`config.mk`:
```
export PLATFORM = sky130hd
export DESIGN_NAME = ffha_front
export DESIGN_NICKNAME = d
export VERILOG_FILES = /design/src/hdl/ffha_pkg.sv /design/src/hdl/ffha_front.sv
export SDC_FILE = /design/constraint.sdc
export NUM_CORES = 1
export LEC_CHECK = 0
export ABC_AREA = 0
export BUFFER_PORTS_ARGS = -buffer_cell sky130_fd_sc_hd__buf_2
export CAP_MARGIN = 10
export CORE_ASPECT_RATIO = 1.25
export CORE_MARGIN = 2
export CORE_UTILIZATION = 61
export DETAILED_ROUTE_END_ITERATION = 8
export GPL_TIMING_DRIVEN = 1
export HOLD_SLACK_MARGIN = 0.06
export PLACE_DENSITY = 0.95
export SLEW_MARGIN = 15
export SYNTH_ARGS = -nofsm -noshare
export SYNTH_HDL_FRONTEND = slang
export SYNTH_SLANG_ARGS = --single-unit
```
`constraint.sdc`:
```
create_clock -name clk -period 3.5 [get_ports clk]
set_input_delay 0.875 -clock clk [delete_from_list [all_inputs] [get_ports clk]]
set_output_delay 0.875 -clock clk [all_outputs]
set_load 0.005 [all_outputs]
```
`src/hdl/ffha_pkg.sv`:
```
// Shared types and constants for the first-fit heap allocator.
// Used by ffha_front, ffha_back and first_fit_heap_allocator; no dependencies.
package ffha_pkg;

    localparam int ADDR_W          = 48;
    localparam int REQ_W           = 17;
    localparam int BYTES_W         = 17;
    localparam int COUNT_W         = 12;
    localparam int STATUS_W        = 2;

    localparam int GRANULE_BYTES   = 16;
    localparam int GRAN_SHIFT      = 4;
    localparam int MIN_BLOCK_BYTES = 32;
    localparam int MIN_GRAN        = MIN_BLOCK_BYTES / GRANULE_BYTES;
    localparam int PAGE_BYTES      = 4096;
    localparam int PAGE_GRAN_SHIFT = 8;
    localparam int HDR_OFFSET      = 8;
    localparam int HDR_EXTRA       = 12;

    // granule count of the largest request, and widest block index carried
    localparam int REQ_GRAN_W      = 14;
    localparam int CMD_IDX_W       = 16;

    localparam logic OP_ALLOC = 1'b0;
    localparam logic OP_FREE  = 1'b1;

    localparam logic [STATUS_W-1:0] ST_DONE    = 2'd0;
    localparam logic [STATUS_W-1:0] ST_FAIL    = 2'd1;
    localparam logic [STATUS_W-1:0] ST_IGNORED = 2'd2;

    localparam logic REG_HEAP_BASE  = 1'b0;
    localparam logic REG_HEAP_PAGES = 1'b1;

    typedef struct packed {
        logic              opcode;
        logic [REQ_W-1:0]  request_bytes;
        logic [ADDR_W-1:0] release_address;
    } in_item_t;

    typedef struct packed {
        logic [ADDR_W-1:0]   payload_address;
        logic [STATUS_W-1:0] status;
        logic [BYTES_W-1:0]  used_bytes;
        logic [BYTES_W-1:0]  free_bytes;
        logic [COUNT_W-1:0]  alloc_count;
    } out_item_t;

    // classified command handed from front to back
    typedef struct packed {
        logic                  is_free;
        logic                  reject;
        logic [REQ_GRAN_W-1:0] need_gran;
        logic [CMD_IDX_W-1:0]  block;
    } cmd_t;

endpackage

```
`src/hdl/ffha_front.sv`:
```
// Front end: rounds allocate sizes, checks free addresses, queues commands.
// Depends on ffha_pkg.
module ffha_front
    import ffha_pkg::*;
#(
    parameter int GW = 13
)
(
    input  logic              clk,
    input  logic              rst_n,
    input  logic              push,
    output logic              full,
    input  in_item_t          request,
    input  logic [ADDR_W-1:0] heap_base,
    input  logic [GW-1:0]     heap_granules,
    output logic              cmd_valid,
    output cmd_t              cmd,
    input  logic              cmd_pop
);

    localparam int UW = GW + GRAN_SHIFT;

    cmd_t              fifo_reg [2];
    logic              wr_ptr_reg, wr_ptr_next;
    logic              rd_ptr_reg, rd_ptr_next;
    logic [1:0]        count_reg, count_next;

    logic [REQ_W:0]    sz8;
    logic [REQ_W:0]    need;
    logic [REQ_W:0]    gsum;
    logic [ADDR_W-1:0] off;
    logic [UW-1:0]     total;
    logic              free_bad;
    logic              do_push;
    logic              do_pop;
    cmd_t              cls;

    always_comb
    begin
        sz8   = ({1'b0, request.request_bytes} + (REQ_W+1)'(7)) & ~(REQ_W+1)'(7);
        need  = sz8 + (REQ_W+1)'(HDR_EXTRA);
        gsum  = need + (REQ_W+1)'(GRANULE_BYTES - 1);
        off   = request.release_address - heap_base - ADDR_W'(HDR_OFFSET);
        total = {heap_granules, {GRAN_SHIFT{1'b0}}};
        free_bad = (request.release_address == '0) || (off >= ADDR_W'(total))
                   || (off[GRAN_SHIFT-1:0] != '0);

        cls.is_free   = (request.opcode == OP_FREE);
        cls.need_gran = REQ_GRAN_W'(gsum >> GRAN_SHIFT);
        if (cls.need_gran < REQ_GRAN_W'(MIN_GRAN))
        begin
            cls.need_gran = REQ_GRAN_W'(MIN_GRAN);
        end
        cls.block  = CMD_IDX_W'(off >> GRAN_SHIFT);
        cls.reject = cls.is_free ? free_bad : (request.request_bytes == '0);
    end

    assign full      = (count_reg == 2'd2);
    assign cmd_valid = (count_reg != 2'd0);
    assign cmd       = fifo_reg[rd_ptr_reg];
    assign do_push   = push && !full;
    assign do_pop    = cmd_pop && cmd_valid;

    always_comb
    begin
        wr_ptr_next = do_push ? ~wr_ptr_reg : wr_ptr_reg;
        rd_ptr_next = do_pop ? ~rd_ptr_reg : rd_ptr_reg;
        count_next  = count_reg + {1'b0, do_push} - {1'b0, do_pop};
    end

    always_ff @(posedge clk or negedge rst_n)
    begin
        if (!rst_n)
        begin
            wr_ptr_reg <= 1'b0;
            rd_ptr_reg <= 1'b0;
            count_reg  <= 2'd0;
        end
        else
        begin
            wr_ptr_reg <= wr_ptr_next;
            rd_ptr_reg <= rd_ptr_next;
            count_reg  <= count_next;
        end
    end

    always_ff @(posedge clk)
    begin
        if (do_push)
        begin
            fifo_reg[wr_ptr_reg] <= cls;
        end
    end

endmodule

```
==> results of run 1 <==
-- Yosys cell counts (11+ instances only) --
cell type,count
sky130_fd_sc_hd__xnor2_1,34
sky130_fd_sc_hd__nor4_1,16
sky130_fd_sc_hd__o21ai_0,39
sky130_fd_sc_hd__nand4_1,23
sky130_fd_sc_hd__nand2_1,63
sky130_fd_sc_hd__mux2_2,32
sky130_fd_sc_hd__inv_1,172
sky130_fd_sc_hd__a211oi_1,14
sky130_fd_sc_hd__nor3_1,16
sky130_fd_sc_hd__ha_1,109
sky130_fd_sc_hd__nor2_1,50
sky130_fd_sc_hd__edfxtp_1,64
sky130_fd_sc_hd__a21o_1,14
sky130_fd_sc_hd__xor2_1,13
sky130_fd_sc_hd__clkbuf_1,11
sky130_fd_sc_hd__a21oi_1,62
sky130_fd_sc_hd__nand3_1,15
-- per-layer routing --
layer	overflow	GRT usage, %
met5	3	36.8
met4	83	87.9
met3	3	67.9
met2	172	101
met1	7	76.9
-- repair_timing --
| action | in CTS |
|---|---|
| gates resized for setup | 58 |
| buffers inserted | 16 |
| pin swaps | 23 |
| hold buffers | 0 |
| setup endpoints to repair | 6 |
| gates cloned | 0 |
-- cell families after synthesis --
family / synth area share [%]
multiplexers: 4.97
flip-flops: 26.4
buffers and inverters: 10.2
AND/OR/NAND/NOR: 14.9
adder cells (fa/ha/maj): 18.1
AO/OA/AOI/OAI: 20.0
XOR/XNOR: 5.38
-- stage by stage --
step           setup WS, ns  hold slack, ns  std cells  instance area (sq um)
3_5_place_dp          -1.60           0.570       1427                  10300
3_3_place_gp          -1.17           0.476       1427                  10300
2_1_floorplan        -0.858           0.460        905                   7720
4_1_cts               -1.17           0.347       1459                  11000
==> summary.md, run 1 <==
| Metric | Value |
|---|---|
| EDFF count, synth | 64 |
| Count of buffers inserted at the top-level ports | 164 |
| Synth Area per Inst | 8.46 sq um |
| Outcome | aborted with a tool error |
| H-Tree Level Count | 3 |
| Register area share after synthesis | 26.4% |
| Starting density of the core | 62.7% |
| Floorplan die width | 104 microns |
| GP Congestion | ~1.2 |
| Area of the mapped netlist | 7660 sq um |
| Residual overflow from global routing | 268 |
| Root Driver | sky130_fd_sc_hd__clkbuf_16 |
| Synthesis-stage register bit count | 68 |
| Post-Syn Nets | roughly 1100 |
| Maximum number of buffers from clock root to sink | 2 |
| Clk sink count | approximately 70 |
| Leading area contributor after synthesis | sky130_fd_sc_hd__edfxtp_1 |
| Proportion of netlist area held by the largest area contributor | between 20% and 30% |
| Instance count of the mapped netlist | about 910 |
| DP Wirelength | around 23 mm |
| Die extent in y | 129 microns |
| Count of standard-cell rows | 45 |
| Cells taking the most area after synthesis | sky130_fd_sc_hd__edfxtp_1 25%, sky130_fd_sc_hd__ha_1 18%, sky130_fd_sc_hd__inv_1 8.4% |
| All-Layer GR Usage | about 82% |
| Global-route wire length before repair | 84.9 mm |
| Warnings from Yosys | 0 |
| Number of placed I/O pins | 165 |
| Pin count of the biggest net entering global routing | 34 |
| Primary FF master, synth | sky130_fd_sc_hd__edfxtp_1 |
| First error in the log | [ERROR GRT-0116] Global routing finished with congestion. Check the congestion regions in the DRC Viewer. |
| Via count of the first global-routing pass | between 10000 and 15000 |
| Number of different library cells in the post-synthesis netlist | 77 |
| Clock buffers created by TritonCTS | 9 |
| Halt Stage | global routing (5_1_grt) |
| Async set or reset register ratio after synthesis | 5.88% |
==> run 2: changes to the inputs <==
- CORE_ASPECT_RATIO: 1.25 -> unset
- CORE_UTILIZATION: 61 -> 40
- HOLD_SLACK_MARGIN: 0.06 -> unset
- PLACE_DENSITY: 0.95 -> unset
- PLACE_DENSITY_LB_ADDON: unset -> 0.15
==> summary.md, run 2 <==
| Metric | Value |
|---|---|
| Outcome | complete, but fails checks |
| Failing checks | setup timing |
| Register share of total power | roughly a quarter |
| Compound-Gate Fraction of Synth Area | 20.0% |
| Syn-to-layout area delta | 48.0% |
| Synthesis-stage register bit count | 68 |
| Die outline area | 20300 sq um |
| Hold buffer count at CTS | 0 |
| Adder-cell share of the synthesized area | 18.1% |
| Category of the worst setup path capture point | flip-flop |
| Post-route DRC | 0 |
| TritonCTS clock tree | built |
| Synth Area per Inst | 8.46 sq um |
| Max transition margin | a little over half |
| Min Clock Period, post-route | around 4.5 ns |
| Mean routed wirelength per cell | 15.0 microns |
| DP Wirelength | 19.6 mm |
| Setup-failing EPs final | 2 |
| Worst slew pin tran | 0.708 ns |
| Most common library cell in the layout ignoring fill and taps | sky130_fd_sc_hd__buf_4 |
| Number of diodes | 0 |
| Clock buffers created by TritonCTS | 9 |
| Leading area contributor after synthesis | sky130_fd_sc_hd__edfxtp_1 |
| Placed cell areas | 10600 sq um |
| Kind of launch point of the worst setup path | input pin |
| Power Internal | 3300 uW |
| Register area share after synthesis | 26.4% |
| Smallest hold slack | 0.334 ns |
| Clock latency reported for the late side of the worst-skew pair | 0.33 ns |
| Dominant combinational cell family by area after synthesis | compound AO/OA/AOI/OAI gates |
| Power per cell area | 453 nW/um^2 |
| Multiplexer share of the synthesized area | just under 5% |
| Proportion of netlist area held by the largest area contributor | 25.1% |
| Largest register FFs | 64 |
| Fraction of layout instances using a drive strength above 1 | 41.4% |
| Req. time, crit path | 3.56 ns |
| Antenna violations before repair | 0 |
| Count of standard-cell rows | 50 |
| Most frequent cells in the layout | 261 x sky130_fd_sc_hd__buf_4, 166 x sky130_fd_sc_hd__inv_1, 159 x sky130_fd_sc_hd__buf_2 |
| Unrepaired setup endpoints after global routing | yes |
| Cell with the most instances after synthesis | sky130_fd_sc_hd__inv_1 |
| Root Driver | sky130_fd_sc_hd__clkbuf_16 |
| Count of antenna-violating nets left after detailed routing | 0 |
| Total Wirelength | 23.4 mm |
| Max FO, Critical Path | 3 |
| Warnings from Yosys | 0 |
| XOR/XNOR Fraction of Synth Area | between 5 and 6% |
| Global-route wire length before repair | 36.7 mm |
| Final Skew | 0.00366 ns |
| Final Hold Fails | 0 |
| Post-route cell area | 11300 sq um |
| Reported max-cap violation count | 0 |
| Largest vdd supply drop | 277 uV |
| Fmax | about 220 MHz |
| Primary FF master, synth | sky130_fd_sc_hd__edfxtp_1 |
| Switching fraction of total power | 35.8% |
| GP Congestion | 0.931 |
| Vias post-DR | 7861 |
| Fraction of the mapped netlist area in simple logic gates | 14.9% |
| Number of different library cells in the post-synthesis netlist | 77 |
| Maximum number of buffers from clock root to sink | 2 |
| Number of fillers in the final layout | 1727 |
| Clk sink count | 68 |
| Area of the mapped netlist | 7660 sq um |
| Pin count of the biggest net entering global routing | 34 |
| H-Tree Level Count | 3 |
| Number of placed I/O pins | 165 |
| Residual overflow from global routing | 0 |
| Floorplan die width | between 100 and 150 microns |
| EDFF count, synth | 64 |
| First-pass detailed-route iteration total | 5 |
| Instance count of the mapped netlist | slightly above 900 |
| Async set or reset register ratio after synthesis | 5.88% |
| Clock input transition at the sequential cells of the worst setup and hold paths | 0.06 ns |
| Standby leakage power | 0.00555 uW |
| All-Layer GR Usage | 22.8% |
| Die extent in y | 142 microns |
| Cells taking the most area after synthesis | sky130_fd_sc_hd__edfxtp_1 25%, sky130_fd_sc_hd__ha_1 18%, sky130_fd_sc_hd__inv_1 8.4% |
| Via count of the first global-routing pass | 7429 |
| Number of pins exceeding their max-slew limit in the final report | 0 |
| Smallest setup slack after layout | -0.981 ns |
| Starting density of the core | about two fifths |
| Crit Path Class | in -> reg |
| Final period util | 128% |
| Starting DRC count in detailed routing | 338 |
| Combinational power share | 57.5% |
| Clk pwr share | a little under a fifth |
| Synth top cells by count | 172 x sky130_fd_sc_hd__inv_1, 109 x sky130_fd_sc_hd__ha_1, 64 x sky130_fd_sc_hd__edfxtp_1, 63 x sky130_fd_sc_hd__nand2_1, 62 x sky130_fd_sc_hd__a21oi_1 |
| Worst Hold Class | in -> async |
| # nets final | 1558 |
| Arrival time at the worst endpoint | between 4 and 5 ns |
| Post-Syn Nets | 1146 |
| Switching pwr | 1840 uW |
| Count of buffers inserted at the top-level ports | 164 |
| DR vias/cell | 5.05 |
| Core Region | 18800 sq um |
## run 2: cells by family (layout without fill, tap and decap cells)
group / after synthesis / in the layout
AND/OR/NAND/NOR: 228 / 228
flip-flops: 68 / 68
adder cells (fa/ha/maj): 110 / 110
multiplexers: 34 / 34
XOR/XNOR: 47 / 47
buffers and inverters: 198 / 615
AO/OA/AOI/OAI: 220 / 220
## run 2: area by class of cell
type                       instances  area, sq um  area share, %
clock buffer                       9          225           1.99
clock inverter                     7         91.3          0.806
inverter                         172          663           5.85
multi-input combinational        639         5190           45.8
sequential                        68         2020           17.8
tap                              234          293           2.58
timing repair buffer             427         2850           25.1
## run 2: repair_timing
action | CTS | global route
resized for setup | 36 | 24
buffers inserted | 3 | 4
setup endpoints to repair | 2 | 2
pin swaps | 34 | 27
## run 2: power by group through the flow
stage	clock (uW)	combinational, uW	sequential, uW
floorplan	0	1510	1240
global route	996	3240	1250
global placement	0	2760	1240
finish	947	2950	1240
detailed placement	0	2780	1250
CTS	960	2880	1240
## run 2: routing by layer
layer  vias to the layer above  wire (microns)  GRT usage (%)
met2                       188           10900           38.6
met3                        12            1080           2.36
met4                         0             180           3.96
met1                      3596           11300           32.1
met5                         -               0              0
li1                       4065               -              -
## run 2: through the flow
| stage | std cells | power [uW] | setup WS, ns | setup TNS [ns] | util (%) |
|---|---|---|---|---|---|
| floorplan | 905 | 2740 | -0.858 | -1.72 | - |
| global placement | 1533 | 4000 | -1.28 | -3.50 | 56.6 |
| detailed placement | 1533 | 4030 | -1.46 | -4.00 | 56.6 |
| CTS | 1552 | 5070 | -0.951 | -1.90 | 59.5 |
| global route | 1556 | 5490 | -1.13 | -2.25 | 60.4 |
| finish | 1556 | 5130 | -0.981 | -1.96 | 60.4 |
## run 2: worst paths after layout
check	start	cells past startpoint	slack, ns	to
min in group clk	count_reg[1]	1	0.49	count_reg[1]
min reg2reg	count_reg[1]	1	0.49	count_reg[1]
max	request[11]	19	-0.98	fifo_reg[0][30]
max in group asynchronous	rst_n	1	3.05	rd_ptr_reg
min	rst_n	1	0.33	count_reg[0]
max reg2reg	count_reg[1]	4	1.68	fifo_reg[0][7]
## run 2: worst max-delay path, cell delays in order
cell                        delay [ns]
sky130_fd_sc_hd__buf_2            0.09
sky130_fd_sc_hd__inv_1            0.04
sky130_fd_sc_hd__ha_1             0.26
sky130_fd_sc_hd__inv_1            0.04
sky130_fd_sc_hd__ha_1             0.31
sky130_fd_sc_hd__buf_4            0.13
sky130_fd_sc_hd__nand2_1          0.08
sky130_fd_sc_hd__nor2_1           0.27
sky130_fd_sc_hd__a31oi_4          0.14
sky130_fd_sc_hd__buf_4            0.17
sky130_fd_sc_hd__o32ai_2          0.26
sky130_fd_sc_hd__buf_4            0.17
sky130_fd_sc_hd__o21ai_2          0.06
sky130_fd_sc_hd__or3b_1           0.43
sky130_fd_sc_hd__a211o_1          0.29
sky130_fd_sc_hd__a32o_1           0.26
sky130_fd_sc_hd__a2111oi_2        0.40
sky130_fd_sc_hd__buf_4            0.21
sky130_fd_sc_hd__a21oi_1          0.07
Power figures use the tool's default switching activity.
==> run 3: changes to the inputs <==
- CORE_UTILIZATION: 40 -> 60
- GPL_TIMING_DRIVEN: 1 -> 0
==> summary.md, run 3 (synthesis results as in run 2) <==
| Metric | Value |
|---|---|
| Floorplan die width | 117 microns |
| Sum of buffers and inverters on the critical path | 2 |
| DP Wirelength | around 17 mm |
| Vias post-DR | 7697 |
| Power per cell area | approximately 480 nW/um^2 |
| End-of-flow core utilization | 78.7% |
| Arrival time at the worst endpoint | around 4.9 ns |
| DR vias/cell | 5.99 |
| R2R Setup Slk | 1.72 ns |
| Smallest setup slack after layout | -1.31 ns |
| Count of buffers inserted at the top-level ports | between 150 and 200 |
| Standby leakage power | 0.00448 uW |
| Die outline area | 13700 sq um |
| Req. time, crit path | 3.57 ns |
| Kind of launch point of the worst setup path | input pin |
| Starting density of the core | 61.2% |
| Pin count of the biggest net entering global routing | 33 |
| Antenna violations before repair | 2 |
| GP Congestion | 0.991 |
| Area occupied by multi-input gates | 5410 sq um |
| First-pass detailed-route iteration total | 6 |
| Mean routed wirelength per cell | 17.8 microns |
| Worst slew pin tran | 0.757 ns |
| Most frequent cells in the layout | 162 x sky130_fd_sc_hd__buf_2, 158 x sky130_fd_sc_hd__inv_1, 83 x sky130_fd_sc_hd__ha_1 |
| Count of standard-cell rows | a little over 40 |
| Most common library cell in the layout ignoring fill and taps | sky130_fd_sc_hd__buf_2 |
| Logic depth of the worst register-to-register path | 7 |
| Final Hold Fails | 0 |
| Root Driver | sky130_fd_sc_hd__clkbuf_16 |
| Final period util | 138% |
| Clock latency reported for the late side of the worst-skew pair | 0.33 ns |
| Crit-path max cell delay | 0.42 ns |
| Post-layout power | around 4700 uW |
| Count of antenna-violating nets left after detailed routing | 0 |
| Endpoint of the worst-slack reg-to-reg timing path | count_reg[1] |
| Final Skew | 0.00527 ns |
| Total Wirelength | between 20 and 25 mm |
| Worst-path cell with the longest stage delay | sky130_fd_sc_hd__a2111oi_2 |
| Max FO, Critical Path | 3 |
| TritonCTS clock tree | built |
| Syn-to-layout area delta | 28.7% |
| Sum of negative setup slack | -2.63 ns |
| Unrepaired setup endpoints after global routing | yes |
| Setup-failing EPs final | 2 |
| Delay-heaviest family, CP | compound AO/OA/AOI/OAI gates |
| Global-route wire length before repair | approximately 34 mm |
| Die extent in y | 117 microns |
| Clock input transition at the sequential cells of the worst setup and hold paths | about 0.06 ns |
| Reported max-cap violation count | 0 |
| Cell mode on critical path | sky130_fd_sc_hd__ha_4 |
| # nets final | 1346 |
| Worst Hold Class | in -> async |
| Via count of the first global-routing pass | 7131 |
| Number of placed I/O pins | 165 |
| Register area | 2020 sq um |
| Fmax | roughly 210 MHz |
| Outcome | complete, but fails checks |
| H-Tree Level Count | 3 |
| Largest register FFs | 64 |
| Failing checks | setup timing |
| Crit Path Class | in -> reg |
| Worst R2R Start | count_reg[1] |
| All-Layer GR Usage | about 32% |
| Max transition margin | about half |
| Clock buffers created by TritonCTS | 9 |
| Number of fillers in the final layout | 885 |
| Number of pins exceeding their max-slew limit in the final report | 0 |
| Min Clock Period, post-route | 4.81 ns |
| Category of the worst setup path capture point | flip-flop |
| Post-route DRC | 0 |
| Fraction of layout instances using a drive strength above 1 | 32.1% |
| Maximum number of buffers from clock root to sink | 2 |
| Clk sink count | 68 |
| Starting DRC count in detailed routing | 777 |
| Residual overflow from global routing | 0 |
| Critical path launch point | heap_base[1] |
| Core Region | 12500 sq um |
| Largest vdd supply drop | 286 uV |
| Critical Path, Cell by Cell | buf_12 > inv_12 > ha_4 > ha_4 > fa_2 > a211oi_4 > o21ai_4 > a41oi_2 > xnor2_2 > ha_1 > o2111ai_2 > a31oi_2 > a2111oi_2 > a21o_1 > o221ai_2 > nor4_2 > nand4_1 > a2111oi_4 > a21oi_2 |
==> run 3: cell count changes in the layout (fill, tap and decap cells not counted), sizes merged <==
cell	change
buf	-222
bufinv	-2
clkbuf	+11
clkinv	-3
diode	+2
clkinvlp	+3
inv	+1
==> run 3: power by group <==
group,total [uW],internal (uW),switching [uW]
Clock,842,502,339
Combinational,2600,1160,1450
Sequential,1240,1180,56.6
==> run 3: layout make-up <==
type,instances,share of cell area (%)
multi-input cells,639,54.9
flip-flops and latches,68,20.5
repair buffers,192,11.3
inverters,172,6.76
clock buffers,10,2.43
well taps,172,2.18
plain buffers,23,1.36
clock inverters,6,0.495
diodes,2,0.0508
==> run 3: per-stage QoR <==
step	setup WS (ns)	hold WS [ns]	area, sq um	instances
global route	-1.43	0.341	9850	1284
global placement	-1.76	0.475	8760	1241
CTS	-1.08	0.332	9670	1275
detailed placement	-1.76	0.480	8800	1242
finish	-1.31	0.333	9850	1284
floorplan	-0.858	0.460	7720	905
==> run 3: timing repair <==
| action | 4_1_cts | 5_1_grt |
|---|---|---|
| endpoints found under the setup margin | 2 | 4 |
| pin swaps | 45 | 31 |
| gates resized for setup | 79 | 25 |
| hold buffers | 0 | 0 |
| buffers inserted | 20 | 7 |
| cloned | 0 | 0 |
==> run 3: worst max-delay path by stage <==
stage	end	slack, ns	depth (start not counted)
2_1_floorplan	fifo_reg[0][30]	-0.86	17
3_3_place_gp	fifo_reg[0][30]	-1.76	17
3_5_place_dp	fifo_reg[1][30]	-1.76	20
4_1_cts	fifo_reg[0][30]	-1.08	20
5_1_grt	fifo_reg[0][30]	-1.43	19
6_report	fifo_reg[0][30]	-1.31	19
==> run 3: routing by layer <==
layer	wire length, microns	up-vias	global-route usage [%]
met4	1170	0	13.8
met3	1910	105	5.15
met5	0	-	0
met2	10500	443	53.9
met1	9210	3505	41.8
li1	-	3644	-
